**src/hw/rtl/scr_pkg.sv**
```systemverilog
`default_nettype none
// ----------------------------------------------------------------------------
// scr_pkg
// Shared types, constants and output helpers for the S-curve speed ramp.
// ----------------------------------------------------------------------------
package scr_pkg;

  localparam int DEF_TIME_WIDTH    = 32;
  localparam int DEF_FRACTION_BITS = 16;

  localparam logic [15:0] RAMP_MS_RESET = 16'd1000;
  // 100 percent in Q8.8
  localparam logic [15:0] FULL_SCALE    = 16'd25600;
  // floor(t / 100) == (t * 5243) >> 19 for t < 25600
  localparam logic [12:0] DIV100_MUL    = 13'd5243;
  localparam int          DIV100_SHIFT  = 19;

  typedef enum logic [1:0] {
    MODE_RELEASE  = 2'd0,
    MODE_FORWARD  = 2'd1,
    MODE_BACKWARD = 2'd2
  } drive_mode_t;

  typedef enum logic [3:0] {
    OP_IDLE,
    OP_LOAD,
    OP_DIVX_INIT,
    OP_DIV_STEP,
    OP_SQ,
    OP_SQRT_STEP,
    OP_DIVF_INIT,
    OP_MUL,
    OP_FINISH
  } dp_op_t;

  typedef struct packed {
    dp_op_t op;
  } dp_cmd_t;

  typedef struct packed {
    logic stop;
    logic in_ramp;
  } dp_status_t;

  // |speed| * 255 / 25600, truncated, saturated at 255
  function automatic logic [7:0] duty_of(input logic [15:0] spd);
    logic [16:0] wide;
    logic [15:0] mag;
    logic [23:0] p;
    logic [28:0] prod;
    wide = {spd[15], spd};
    if (spd[15]) begin
      wide = 17'd0 - wide;
    end
    mag  = wide[15:0];
    p    = {mag, 8'd0} - {8'd0, mag};
    prod = 29'(p[23:8]) * 29'(DIV100_MUL);
    if (mag >= FULL_SCALE) begin
      duty_of = 8'hFF;
    end else begin
      duty_of = 8'(prod >> DIV100_SHIFT);
    end
  endfunction

  function automatic drive_mode_t mode_of(input logic [15:0] spd);
    if (spd[15]) begin
      mode_of = MODE_BACKWARD;
    end else if (spd != 16'd0) begin
      mode_of = MODE_FORWARD;
    end else begin
      mode_of = MODE_RELEASE;
    end
  endfunction

endpackage
`default_nettype wire

```
**src/hw/rtl/scr_ctrl.sv**
```systemverilog
`default_nettype none
// ----------------------------------------------------------------------------
// scr_ctrl
// Sequencer: steps the datapath through divide, root, divide and multiply.
// ----------------------------------------------------------------------------
module scr_ctrl #(
  parameter int FRACTION_BITS = scr_pkg::DEF_FRACTION_BITS
) (
  input  logic                clk,
  input  logic                rst,
  input  logic                in_valid,
  output logic                in_ready,
  output logic                out_valid,
  input  logic                out_ready,
  input  scr_pkg::dp_status_t stat,
  output scr_pkg::dp_cmd_t    cmd
);

  localparam int CW = $clog2(FRACTION_BITS + 3);

  typedef enum logic [3:0] {
    S_IDLE, S_CHECK, S_DIVX, S_SQ, S_SQRT, S_DIVF_INIT, S_DIVF, S_MUL, S_FINISH
  } state_t;

  state_t        state;
  logic [CW-1:0] cnt;
  logic          out_free;

  assign in_ready = (state == S_IDLE);
  assign out_free = !out_valid || out_ready;

  always_comb begin
    cmd.op = scr_pkg::OP_IDLE;
    unique case (state)
      S_IDLE:      cmd.op = (in_valid) ? scr_pkg::OP_LOAD : scr_pkg::OP_IDLE;
      S_CHECK:     cmd.op = (!stat.stop && stat.in_ramp) ? scr_pkg::OP_DIVX_INIT
                                                         : scr_pkg::OP_IDLE;
      S_DIVX:      cmd.op = scr_pkg::OP_DIV_STEP;
      S_SQ:        cmd.op = scr_pkg::OP_SQ;
      S_SQRT:      cmd.op = scr_pkg::OP_SQRT_STEP;
      S_DIVF_INIT: cmd.op = scr_pkg::OP_DIVF_INIT;
      S_DIVF:      cmd.op = scr_pkg::OP_DIV_STEP;
      S_MUL:       cmd.op = scr_pkg::OP_MUL;
      S_FINISH:    cmd.op = out_free ? scr_pkg::OP_FINISH : scr_pkg::OP_IDLE;
      default:     cmd.op = scr_pkg::OP_IDLE;
    endcase
  end

  always_ff @(posedge clk) begin
    if (rst) begin
      state     <= S_IDLE;
      cnt       <= '0;
      out_valid <= 1'b0;
    end else begin
      // a new result in the same cycle takes precedence over the clear
      if (out_ready && !((state == S_FINISH) && out_free)) begin
        out_valid <= 1'b0;
      end
      unique case (state)
        S_IDLE: begin
          if (in_valid) begin
            state <= S_CHECK;
          end
        end
        S_CHECK: begin
          if (stat.stop || !stat.in_ramp) begin
            state <= S_FINISH;
          end else begin
            state <= S_DIVX;
            cnt   <= CW'(FRACTION_BITS - 1);
          end
        end
        S_DIVX: begin
          if (cnt == '0) begin
            state <= S_SQ;
          end else begin
            cnt <= cnt - 1'b1;
          end
        end
        S_SQ: begin
          state <= S_SQRT;
          cnt   <= CW'(FRACTION_BITS + 2);
        end
        S_SQRT: begin
          if (cnt == '0) begin
            state <= S_DIVF_INIT;
          end else begin
            cnt <= cnt - 1'b1;
          end
        end
        S_DIVF_INIT: begin
          state <= S_DIVF;
          cnt   <= CW'(FRACTION_BITS);
        end
        S_DIVF: begin
          if (cnt == '0) begin
            state <= S_MUL;
          end else begin
            cnt <= cnt - 1'b1;
          end
        end
        S_MUL: begin
          state <= S_FINISH;
        end
        S_FINISH: begin
          if (out_free) begin
            state     <= S_IDLE;
            out_valid <= 1'b1;
          end
        end
        default: state <= S_IDLE;
      endcase
    end
  end

endmodule
`default_nettype wire

```
**src/hw/rtl/scr_datapath.sv**
```systemverilog
`default_nettype none
// ----------------------------------------------------------------------------
// scr_datapath
// Ramp state, shared restoring divider, digit-serial root, scaling multiply.
// ----------------------------------------------------------------------------
module scr_datapath #(
  parameter int TIME_WIDTH    = scr_pkg::DEF_TIME_WIDTH,
  parameter int FRACTION_BITS = scr_pkg::DEF_FRACTION_BITS
) (
  input  logic                   clk,
  input  logic                   rst,
  input  scr_pkg::dp_cmd_t       cmd,
  output scr_pkg::dp_status_t    stat,
  input  logic                   cfg_we,
  input  logic [15:0]            cfg_data,
  input  logic [TIME_WIDTH-1:0]  now_ms,
  input  logic [15:0]            speed_cmd,
  input  logic                   opcode,
  output logic [15:0]            present_speed,
  output logic [7:0]             pwm_duty,
  output logic [1:0]             drive_mode
);

  localparam int F  = FRACTION_BITS;
  localparam int DW = (F + 5 > 16) ? F + 5 : 16;
  localparam int SW = 2 * F + 6;
  localparam int RW = F + 3;
  localparam logic [F+2:0] FOUR = {1'b1, {(F+2){1'b0}}};
  localparam logic [SW-1:0] ONE_SQ = {{5{1'b0}}, 1'b1, {(2*F){1'b0}}};

  logic [15:0]           ramp_ms;
  logic [15:0]           goal_speed;
  logic [15:0]           ramp_start_speed;
  logic [15:0]           speed_now;
  logic [TIME_WIDTH-1:0] ramp_start_time;
  logic [TIME_WIDTH-1:0] now_q;
  logic                  stop_q;

  logic [DW-1:0]         rem_d;
  logic [DW-1:0]         div;
  logic [F:0]            quo;
  logic [SW-1:0]         sq_n;
  logic [RW-1:0]         rem_s;
  logic [RW-1:0]         root;
  logic [F+2:0]          au;
  logic                  u_neg;
  logic [F+16:0]         prod;
  logic                  d_neg;

  logic [TIME_WIDTH-1:0] elapsed;
  logic [DW:0]           div_t;
  logic                  div_ge;
  logic [F+2:0]          x8;
  logic                  x_neg;
  logic [F+2:0]          x_abs;
  logic [SW-1:0]         sq_full;
  logic [RW+1:0]         rem_sh;
  logic [RW+1:0]         trial;
  logic                  sq_ge;
  logic [F+3:0]          upd;
  logic [16:0]           diff;
  logic [15:0]           adiff;
  logic [15:0]           stepm;
  logic [15:0]           ramp_speed;
  logic [15:0]           sel_speed;

  assign elapsed      = now_q - ramp_start_time;
  assign stat.stop    = stop_q;
  assign stat.in_ramp = (ramp_ms != 16'd0) &&
                        (elapsed < TIME_WIDTH'(ramp_ms));

  assign div_t  = {rem_d, 1'b0};
  assign div_ge = div_t >= {1'b0, div};

  assign x8      = {quo[F-1:0], 3'b000};
  assign x_neg   = x8 < FOUR;
  assign x_abs   = x_neg ? (FOUR - x8) : (x8 - FOUR);
  assign sq_full = SW'(x_abs) * SW'(x_abs) + ONE_SQ;

  assign rem_sh = {rem_s, sq_n[SW-1:SW-2]};
  assign trial  = {root, 2'b01};
  assign sq_ge  = rem_sh >= trial;

  assign upd = u_neg ? ({1'b0, root} - {1'b0, au}) : ({1'b0, root} + {1'b0, au});

  assign diff  = {goal_speed[15], goal_speed} - {ramp_start_speed[15], ramp_start_speed};
  assign adiff = diff[16] ? 16'(17'd0 - diff) : diff[15:0];

  assign stepm      = prod[F+15:F];
  assign ramp_speed = d_neg ? (ramp_start_speed - stepm) : (ramp_start_speed + stepm);
  assign sel_speed  = stop_q       ? speed_now  :
                      stat.in_ramp ? ramp_speed : goal_speed;

  // configuration
  always_ff @(posedge clk) begin
    if (rst) begin
      ramp_ms <= scr_pkg::RAMP_MS_RESET;
    end else if (cfg_we) begin
      ramp_ms <= cfg_data;
    end
  end

  // ramp state
  always_ff @(posedge clk) begin
    if (rst) begin
      goal_speed       <= '0;
      ramp_start_speed <= '0;
      speed_now        <= '0;
      ramp_start_time  <= '0;
      stop_q           <= 1'b0;
    end else begin
      if (cmd.op == scr_pkg::OP_LOAD) begin
        stop_q <= opcode;
        if (!opcode && (speed_cmd != goal_speed)) begin
          goal_speed       <= speed_cmd;
          ramp_start_speed <= speed_now;
          ramp_start_time  <= now_ms;
        end
      end
      if ((cmd.op == scr_pkg::OP_FINISH) && !stop_q) begin
        speed_now <= sel_speed;
      end
    end
  end

  // arithmetic units and result
  always_ff @(posedge clk) begin
    case (cmd.op)
      scr_pkg::OP_LOAD: begin
        now_q <= now_ms;
      end
      scr_pkg::OP_DIVX_INIT: begin
        rem_d <= DW'(elapsed[15:0]);
        div   <= DW'(ramp_ms);
        quo   <= '0;
      end
      scr_pkg::OP_DIV_STEP: begin
        rem_d <= div_ge ? DW'(div_t - {1'b0, div}) : div_t[DW-1:0];
        quo   <= {quo[F-1:0], div_ge};
      end
      scr_pkg::OP_SQ: begin
        sq_n  <= sq_full;
        au    <= x_abs;
        u_neg <= x_neg;
        rem_s <= '0;
        root  <= '0;
      end
      scr_pkg::OP_SQRT_STEP: begin
        rem_s <= sq_ge ? RW'(rem_sh - trial) : rem_sh[RW-1:0];
        root  <= {root[RW-2:0], sq_ge};
        sq_n  <= {sq_n[SW-3:0], 2'b00};
      end
      scr_pkg::OP_DIVF_INIT: begin
        rem_d <= DW'(upd);
        div   <= DW'({root, 2'b00});
      end
      scr_pkg::OP_MUL: begin
        prod  <= (F+17)'(adiff) * (F+17)'(quo);
        d_neg <= diff[16];
      end
      scr_pkg::OP_FINISH: begin
        present_speed <= sel_speed;
        pwm_duty      <= stop_q ? 8'd0 : scr_pkg::duty_of(sel_speed);
        drive_mode    <= stop_q ? scr_pkg::MODE_RELEASE : scr_pkg::mode_of(sel_speed);
      end
      default: ;
    endcase
  end

endmodule
`default_nettype wire

```
**src/hw/rtl/s_curve_speed_ramp_core.sv**
```systemverilog
`default_nettype none
// ----------------------------------------------------------------------------
// s_curve_speed_ramp_core
// S-curve speed ramp with PWM duty and drive mode output.
// ----------------------------------------------------------------------------
// One input beat gives one output beat. A beat whose target differs from the
// stored goal restarts the ramp from the present speed at now_ms. Inside the
// ramp window the speed follows a smooth S profile from start to goal; after
// it (or with ramp_ms = 0) the speed equals the goal. An urgent stop beat
// returns the present speed with duty 0 and release, and changes nothing.
// A stop or settled beat goes from S_CHECK straight to S_FINISH; a beat inside
// the ramp first runs the shared bit-serial divider (used twice), the
// digit-serial square root and the multiply. S_FINISH waits while a result is
// stalled on out_ready. One beat is in work at a time; in_ready is high whenever the
// sequencer is idle, even while the previous result waits on out_ready.
// ramp_ms may be written only while the block is idle.
// ----------------------------------------------------------------------------
module s_curve_speed_ramp_core #(
  parameter int TIME_WIDTH    = scr_pkg::DEF_TIME_WIDTH,
  parameter int FRACTION_BITS = scr_pkg::DEF_FRACTION_BITS
) (
  input  logic                  clk,
  input  logic                  rst,
  // config
  input  logic                  cfg_we,
  input  logic [15:0]           cfg_data,
  // input beat
  input  logic                  in_valid,
  output logic                  in_ready,
  input  logic [TIME_WIDTH-1:0] now_ms,
  input  logic signed [15:0]    speed_cmd,
  input  logic                  opcode,
  // output beat
  output logic                  out_valid,
  input  logic                  out_ready,
  output logic signed [15:0]    present_speed,
  output logic [7:0]            pwm_duty,
  output logic [1:0]            drive_mode
);

  scr_pkg::dp_cmd_t    cmd;
  scr_pkg::dp_status_t stat;
  logic [15:0]         speed_bits;

  assign present_speed = signed'(speed_bits);

  scr_ctrl #(
    .FRACTION_BITS(FRACTION_BITS)
  ) u_ctrl (
    .clk       (clk),
    .rst       (rst),
    .in_valid  (in_valid),
    .in_ready  (in_ready),
    .out_valid (out_valid),
    .out_ready (out_ready),
    .stat      (stat),
    .cmd       (cmd)
  );

  scr_datapath #(
    .TIME_WIDTH    (TIME_WIDTH),
    .FRACTION_BITS (FRACTION_BITS)
  ) u_dp (
    .clk           (clk),
    .rst           (rst),
    .cmd           (cmd),
    .stat          (stat),
    .cfg_we        (cfg_we),
    .cfg_data      (cfg_data),
    .now_ms        (now_ms),
    .speed_cmd     (unsigned'(speed_cmd)),
    .opcode        (opcode),
    .present_speed (speed_bits),
    .pwm_duty      (pwm_duty),
    .drive_mode    (drive_mode)
  );

endmodule
`default_nettype wire

```
**config.mk**
```make
export PLATFORM = sky130hd
export DESIGN_NAME = s_curve_speed_ramp_core
export DESIGN_NICKNAME = d
export VERILOG_FILES = /design/src/hw/rtl/scr_pkg.sv /design/src/hw/rtl/scr_ctrl.sv /design/src/hw/rtl/scr_datapath.sv /design/src/hw/rtl/s_curve_speed_ramp_core.sv
export SDC_FILE = /design/constraint.sdc
export NUM_CORES = 2
export LEC_CHECK = 0
export BUFFER_PORTS_ARGS = -buffer_cell sky130_fd_sc_hd__buf_2
export CORE_UTILIZATION = 55
export CTS_CLUSTER_SIZE = 16
export DETAILED_ROUTE_END_ITERATION = 7
export PLACE_DENSITY = 0.83
export SKIP_CTS_REPAIR_TIMING = 1
export SLEW_MARGIN = 20
export SYNTH_ARGS = -nofsm -noshare
export SYNTH_HDL_FRONTEND = slang
export SYNTH_SLANG_ARGS = --single-unit
export TNS_END_PERCENT = 10
```
**constraint.sdc**
```tcl
create_clock -name clk -period 19.15 [get_ports clk]
set_input_delay 0 -clock clk [delete_from_list [all_inputs] [get_ports clk]]
set_output_delay 0 -clock clk [all_outputs]
set_load 0.03 [all_outputs]
```
# Word level (Yosys, flattened, before mapping)
# Cells that the tools add are included.
dict set report word_totals {
  register_bits 353
  output_inout_bits 28
  wordCells 135
}
dict set report op_classes {
  n_mul 3
  muxes 36
  magnitude_cmp 5
  eq_ne 24
  add_sub_neg 15
  reduce_logical 28
}
# op n
set op_table {}
lappend op_table {{$mux W16} 6}
lappend op_table {{$pmux W19 S2} 2}
lappend op_table {{$pmux W38 S2} 1}
lappend op_table {{$pmux W21 S3} 1}
lappend op_table {{$pmux W21 S2} 1}
lappend op_table {{$add A38 B33 Y38 const B} 1}
lappend op_table {{$mul A19 B19 Y38} 1}
lappend op_table {{$mux W19} 2}
lappend op_table {{$pmux W4 S9} 1}
lappend op_table {{$pmux W17 S2} 1}
lappend op_table {{$eq A4 B3 Y1 const B} 8}
lappend op_table {{$lt A32 B16 Y1} 1}
lappend op_table {{$mul A16 B17 Y32} 1}
lappend op_table {{$pmux W4 S8} 1}
lappend op_table {{$reduce_bool A16 Y1} 2}
lappend op_table {{$sub A1 B16 Y16 const A} 2}
lappend op_table {{$sub A32 B32 Y32} 1}
lappend op_table {{$mux W4} 7}
lappend op_table {{$mul A16 B13 Y27 const B} 1}
lappend op_table {{$sub A24 B16 Y24} 1}
lappend op_table {{$ge A22 B21 Y1} 1}
lappend op_table {{$ge A21 B21 Y1} 1}
lappend op_table {{$mux W21} 1}
lappend op_table {{$sub A21 B21 Y21} 1}
lappend op_table {{36 further kinds} 65}

# Logic depth before layout (Yosys ltp)
dict set report logic_depth {
  depth_word 11
  ltp_mapped 63
}

# Cells and area by module
# Synthesis repeated with hierarchy kept, for this count alone.
dict set report hier_totals {
  hier_cells 4422
  area_unflattened_um2 40705.3
}
# mod seq_area_each_um2 instances area_per_inst_um2 cells_per_inst
set modules_own_cells {}
lappend modules_own_cells {scr_datapath 8548.2 1 40049.7 4342}
lappend modules_own_cells {scr_ctrl 200.2 1 655.6 80}

# Worst setup path after synthesis
# No wires, ideal clock.
dict set report synth_path {
  path_kind {register to register}
  from {register u_dp.now_q[0]}
  to {register u_dp.pwm_duty[7] (data pin)}
  path_slack_ns 5.780
  required_time_ns 18.873
  stages_incl_launch_ff 62
  setup_ns 0.277
  path_buffers 0
  arrival_ns 13.093
  cell_sequence {edfxtp_1 > inv_1 > ha_1 > inv_1 > fa_1 > a211oi_1 > o211ai_1 > a41oi_1 > a21oi_1 > xor2_1 > ha_1 > a21oi_1 > a21boi_0 > a2111oi_0 > o2111ai_1 > nor4_1 > o221ai_1 > nor4_2 > (+26 left out) > a21o_1 > a21o_1 > a21o_1 > a21o_1 > a21o_1 > a21o_1 > a21o_1 > a21o_1 > a21o_1 > a21o_1 > a2111o_1 > nand2_1 > o21ai_0 > nor4_1 > nor4b_1 > nor2_1 > xnor2_1 > a21oi_1}
}
dict set report synth_via {
  elab_chain_len 11
  word_cells_on_any_way 12
  cone_classes {add/sub: 3; mul: 1; order compare: 2; mux: 5; reduce/logical: 1}
}
# item line_no
set synth_rtl {}
lappend synth_rtl {{start, declared} scr_datapath.sv:36} ;# logic [TIME_WIDTH-1:0] now_q;
lappend synth_rtl {{start signal, assigned} scr_datapath.sv:130} ;# now_q <= now_ms;
lappend synth_rtl {{$sub A32 B32 Y32 (*)} scr_datapath.sv:67} ;# assign elapsed = now_q - ramp_start_time;
lappend synth_rtl {{$lt A32 B16 Y1 (*)} scr_datapath.sv:70} ;# (elapsed < TIME_WIDTH'(ramp_ms));
lappend synth_rtl {{$logic_and A1 B1 Y1 (*)} scr_datapath.sv:69} ;# assign stat.in_ramp = (ramp_ms != 16'd0) &&
lappend synth_rtl {{$mux W16 (*)} scr_datapath.sv:92} ;# stat.in_ramp ? ramp_speed : goal_speed;
lappend synth_rtl {{$mux W16 (*)} scr_datapath.sv:91} ;# assign sel_speed = stop_q ? speed_now :
lappend synth_rtl {{$sub A1 B16 Y16} scr_pkg.sv:53} ;# wide = 17'd0 - wide;
lappend synth_rtl {{$mux W16 (*)} scr_pkg.sv:52} ;# if (spd[15]) begin
lappend synth_rtl {{$mux W16 (*)} scr_datapath.sv:128} ;# case (cmd.op)
lappend synth_rtl {{$sub A24 B16 Y24} scr_pkg.sv:56} ;# p = {mag, 8'd0} - {8'd0, mag};
lappend synth_rtl {{$mul A16 B13 Y27} scr_pkg.sv:57} ;# prod = 29'(p[23:8]) * 29'(DIV100_MUL);
lappend synth_rtl {{$mux W8 (*)} scr_pkg.sv:58} ;# if (mag >= FULL_SCALE) begin
lappend synth_rtl {{end signal, assigned} scr_datapath.sv:163} ;# pwm_duty <= stop_q ? 8'd0 : scr_pkg::duty_of(sel_speed);
lappend synth_rtl {{end, declared} scr_datapath.sv:20} ;# output logic [7:0] pwm_duty,
# Every way passes the cells marked *; elsewhere a longest branch is shown, timed or not. The select of a mux whose other input is x is not followed.
# A chain may end at the register's enable or synchronous reset.

# Final worst setup path
# Same ends and word-level chain as after synthesis.

==> results.sh <==
export IMPL_dr_first_iter_drc_count=2666
export IMPL_worstHoldStart="cfg_we"
export IMPL_grt_pass1_wl_mm=160.6
export IMPL_rsz0062_at_grt="no"
export IMPL_htreeDepth=2
export IMPL_critical_path_arrival_ns=15.54
export IMPL_slowest_stage="fa_1"
export IMPL_wl_per_cell_um=18.03
export IMPL_syn_avg_cell_area_um2=9.222
export IMPL_numCtsBuffers=39
export IMPL_grt_pass1_vias=32076
export IMPL_max_stage_delay_ns=0.55
export IMPL_reg2reg_from="u_dp.now_q[0]"
export IMPL_drive_above_1_share_pct=6.481
export IMPL_crit_buf_inv=6
export IMPL_nets=5508
export IMPL_grt_max_degree=73
export IMPL_avgViaCountPerCell=5.727
export IMPL_num_vias=31455
export IMPL_hold_class="primary input to flip-flop"
export IMPL_postRouteAntennaNets=0
export IMPL_timing_worst_setup_path_type="flip-flop to flip-flop"
export IMPL_fmax_ghz=0.06547
export IMPL_worst_path_most_repeated_cell="a21o_1"
export IMPL_cp_startpoint="u_dp.now_q[0]"
export IMPL_die_area_um2=74410
export IMPL_gp_congestion=0.9312
export IMPL_grtUsageTotal_pct=26.58
export IMPL_syn2layout_area_growth_pct=8.970
export IMPL_ys_ff_latch=327
export IMPL_yosysSeqAreaShare_pct=21.69
export IMPL_endpoint_kind="flip-flop"
export IMPL_setup_violations=0
export IMPL_drt_pre_antenna_iters=8
export IMPL_cts_sinks=327
export IMPL_initial_core_util_pct=56.03
export IMPL_dp_hpwl_mm=73.64
export IMPL_cts_tree="built"
export IMPL_rows=98
export IMPL_required_ns=19.41
export IMPL_skew_ns=0.03364
export IMPL_fp_dieW_um=272.8
export IMPL_tns_ns=0
export IMPL_clk_pin_slew_worst_paths_ns=0.06
export IMPL_syn_cell_area_um2=40330
export IMPL_slew_viol_final=0
export IMPL_synth_top_flop_cell="edfxtp_1"
export IMPL_fin_area_um2=43940
export IMPL_min_period_ns=15.27
export IMPL_ys_warn_count=0
export IMPL_antenna_found_initial=6
export IMPL_grt_ovfl_total=0
export IMPL_path_max_fanout=6
export IMPL_drv_cap=0
export IMPL_async_reset_ff_share_pct=0
export IMPL_start_kind="flip-flop"
export IMPL_violations="DRC"
export IMPL_yosysUniqueCellTypes=108
export IMPL_drt_wl_total_mm=99.01
export IMPL_status="finished, violations left"
export IMPL_path_delay_family="compound AO/OA/AOI/OAI gates"
export IMPL_worst_pin_slew_ns=1.057
export IMPL_clk_root_buffer_cell="clkbuf_16"
export IMPL_coreArea_um2=71980
export IMPL_synth_edf_count=220
export IMPL_placed_area_um2=41940
export IMPL_drc=1
export IMPL_port_buffers=97
export IMPL_dieHeight_um=272.8
export IMPL_ios=98
export IMPL_relSlewSlack_pct=27.70
export IMPL_hold_violations=0
export IMPL_clockBufferDepth=3
export IMPL_fin_crit_sh_pct=79.76
export IMPL_syn_inst=4373
export IMPL_clkLatencyLatePin_ns=0.57
[placed cells by master (no fill, tap or decap), types with 12 or more instances in the layout]
cell type | synthesis | layout
o21ai_0 | 128 | 128
edfxtp_1 | 220 | 220
dfxtp_1 | 107 | 107
xnor2_1 | 174 | 173
clkbuf_1 | 125 | 12
o211ai_1 | 16 | 16
inv_1 | 780 | 780
xor2_1 | 58 | 58
nor3_1 | 68 | 65
buf_4 | 1 | 51
nor2_1 | 395 | 393
a31oi_1 | 31 | 30
o21bai_1 | 32 | 32
nor2b_1 | 56 | 56
or2_2 | 13 | 13
nand4_1 | 25 | 25
conb_1 | 2 | 12
fa_1 | 445 | 445
mux2i_1 | 83 | 83
a21boi_0 | 28 | 28
nand3_1 | 48 | 48
a21oi_1 | 167 | 166
dlygate4sd3_1 | 0 | 73
and3_1 | 21 | 21
buf_2 | 5 | 96
and2_1 | 70 | 70
a21o_1 | 44 | 44
nor4_1 | 35 | 35
clkbuf_16 | 0 | 40
nand2_1 | 385 | 383
nand2b_1 | 45 | 45
ha_1 | 487 | 487
a211oi_1 | 19 | 18
o21a_1 | 25 | 25
or3_1 | 21 | 21
[worst reg2reg max path, delay by kind of cell (launching register included)]
kind | cells | cell delay (ns)
AO/OA/AOI/OAI | 28 | 6.19
XOR/XNOR | 4 | 1.12
flip-flops | 1 | 0.35
buffers and inverters | 6 | 0.58
AND/OR/NAND/NOR | 12 | 2.69
adder cells (fa/ha/maj) | 11 | 4.06
[worst paths after layout]
path | end | slack, ns | cells after the start
max | u_dp.pwm_duty[7] | 3.88 | 61
min | u_dp.ramp_ms[3] | 0.004 | 2
max reg2reg | u_dp.pwm_duty[7] | 3.88 | 61
min reg2reg | u_ctrl.cnt[1] | 0.47 | 2
[state kept, by name (all words and copies together) (netlist names), 8 cells and up]
name and cells:
u_dp.au 16, u_dp.div 21, u_dp.goal_speed 16, u_dp.now_q 32, u_dp.present_speed 16, u_dp.prod 16, u_dp.pwm_duty 8, u_dp.quo 17
u_dp.ramp_ms 16, u_dp.ramp_start_speed 16, u_dp.ramp_start_time 32, u_dp.rem_d 21, u_dp.rem_s 19, u_dp.root 19, u_dp.speed_now 16, u_dp.sq_n 31
[area by class of cell]
type                    count  area, µm²
repair buffers            220       1594
clock inverters            16      168.9
flip-flops and latches    327       8748
inverters                 788       2958
well taps                 950       1189
clock buffers              55       1087
multi-input cells        3130      28180
fillers                  5601      28030
diodes                      6      15.01
[cell usage after synthesis, types with 70 or more instances]
cell type	count	share of area, %
a21oi_1	167	2.1
and2_1	70	1.1
clkbuf_1	125	1.2
dfxtp_1	107	5.3
edfxtp_1	220	16
fa_1	445	22
ha_1	487	15
inv_1	780	7.3
mux2i_1	83	2.1
nand2_1	385	3.6
nor2_1	395	3.7
o21ai_0	128	1.6
xnor2_1	174	3.8
[stage by stage]
step                setup slack, ns  hold WS (ns)  util (%)  instances
floorplan                     5.780       0.09887         -       4383
global placement              4.369        0.1955     58.27       5342
detailed placement            3.982        0.1967     58.27       5342
CTS                           3.885       -0.4098     60.01       5413
global route                  2.605       0.01811     61.05       5492
finish                        3.875      0.003955     61.05       5492
[cell families (layout without fill, tap and decap cells)]
kind of cell               count (synthesis)  in the layout  synth area share (%)
and+or+nand+nor                         1237           1237                 14.36
DFF                                      327            327                 21.69
other                                      2             18               0.01862
buffers and inverters                    926           1079                 8.647
AOI/OAI and AO/OA                        618            618                 10.41
muxes                                     94             94                 2.367
adders and majority gates                932            932                 37.20
xor gates and xnor gates                 237            237                 5.296
[layer usage]
layer | up-vias | part of all wire, % | GRT usage (%)
met5 | - | 0 | 0
met4 | 0 | 3.5 | 8.457
met3 | 242 | 7.5 | 3.831
met2 | 1267 | 48 | 44.80
met1 | 15352 | 41 | 35.18
li1 | 14594 | - | -
Power is not shown: default switching activity piles up to over one toggle a cycle in this logic, so the estimate is an artifact.
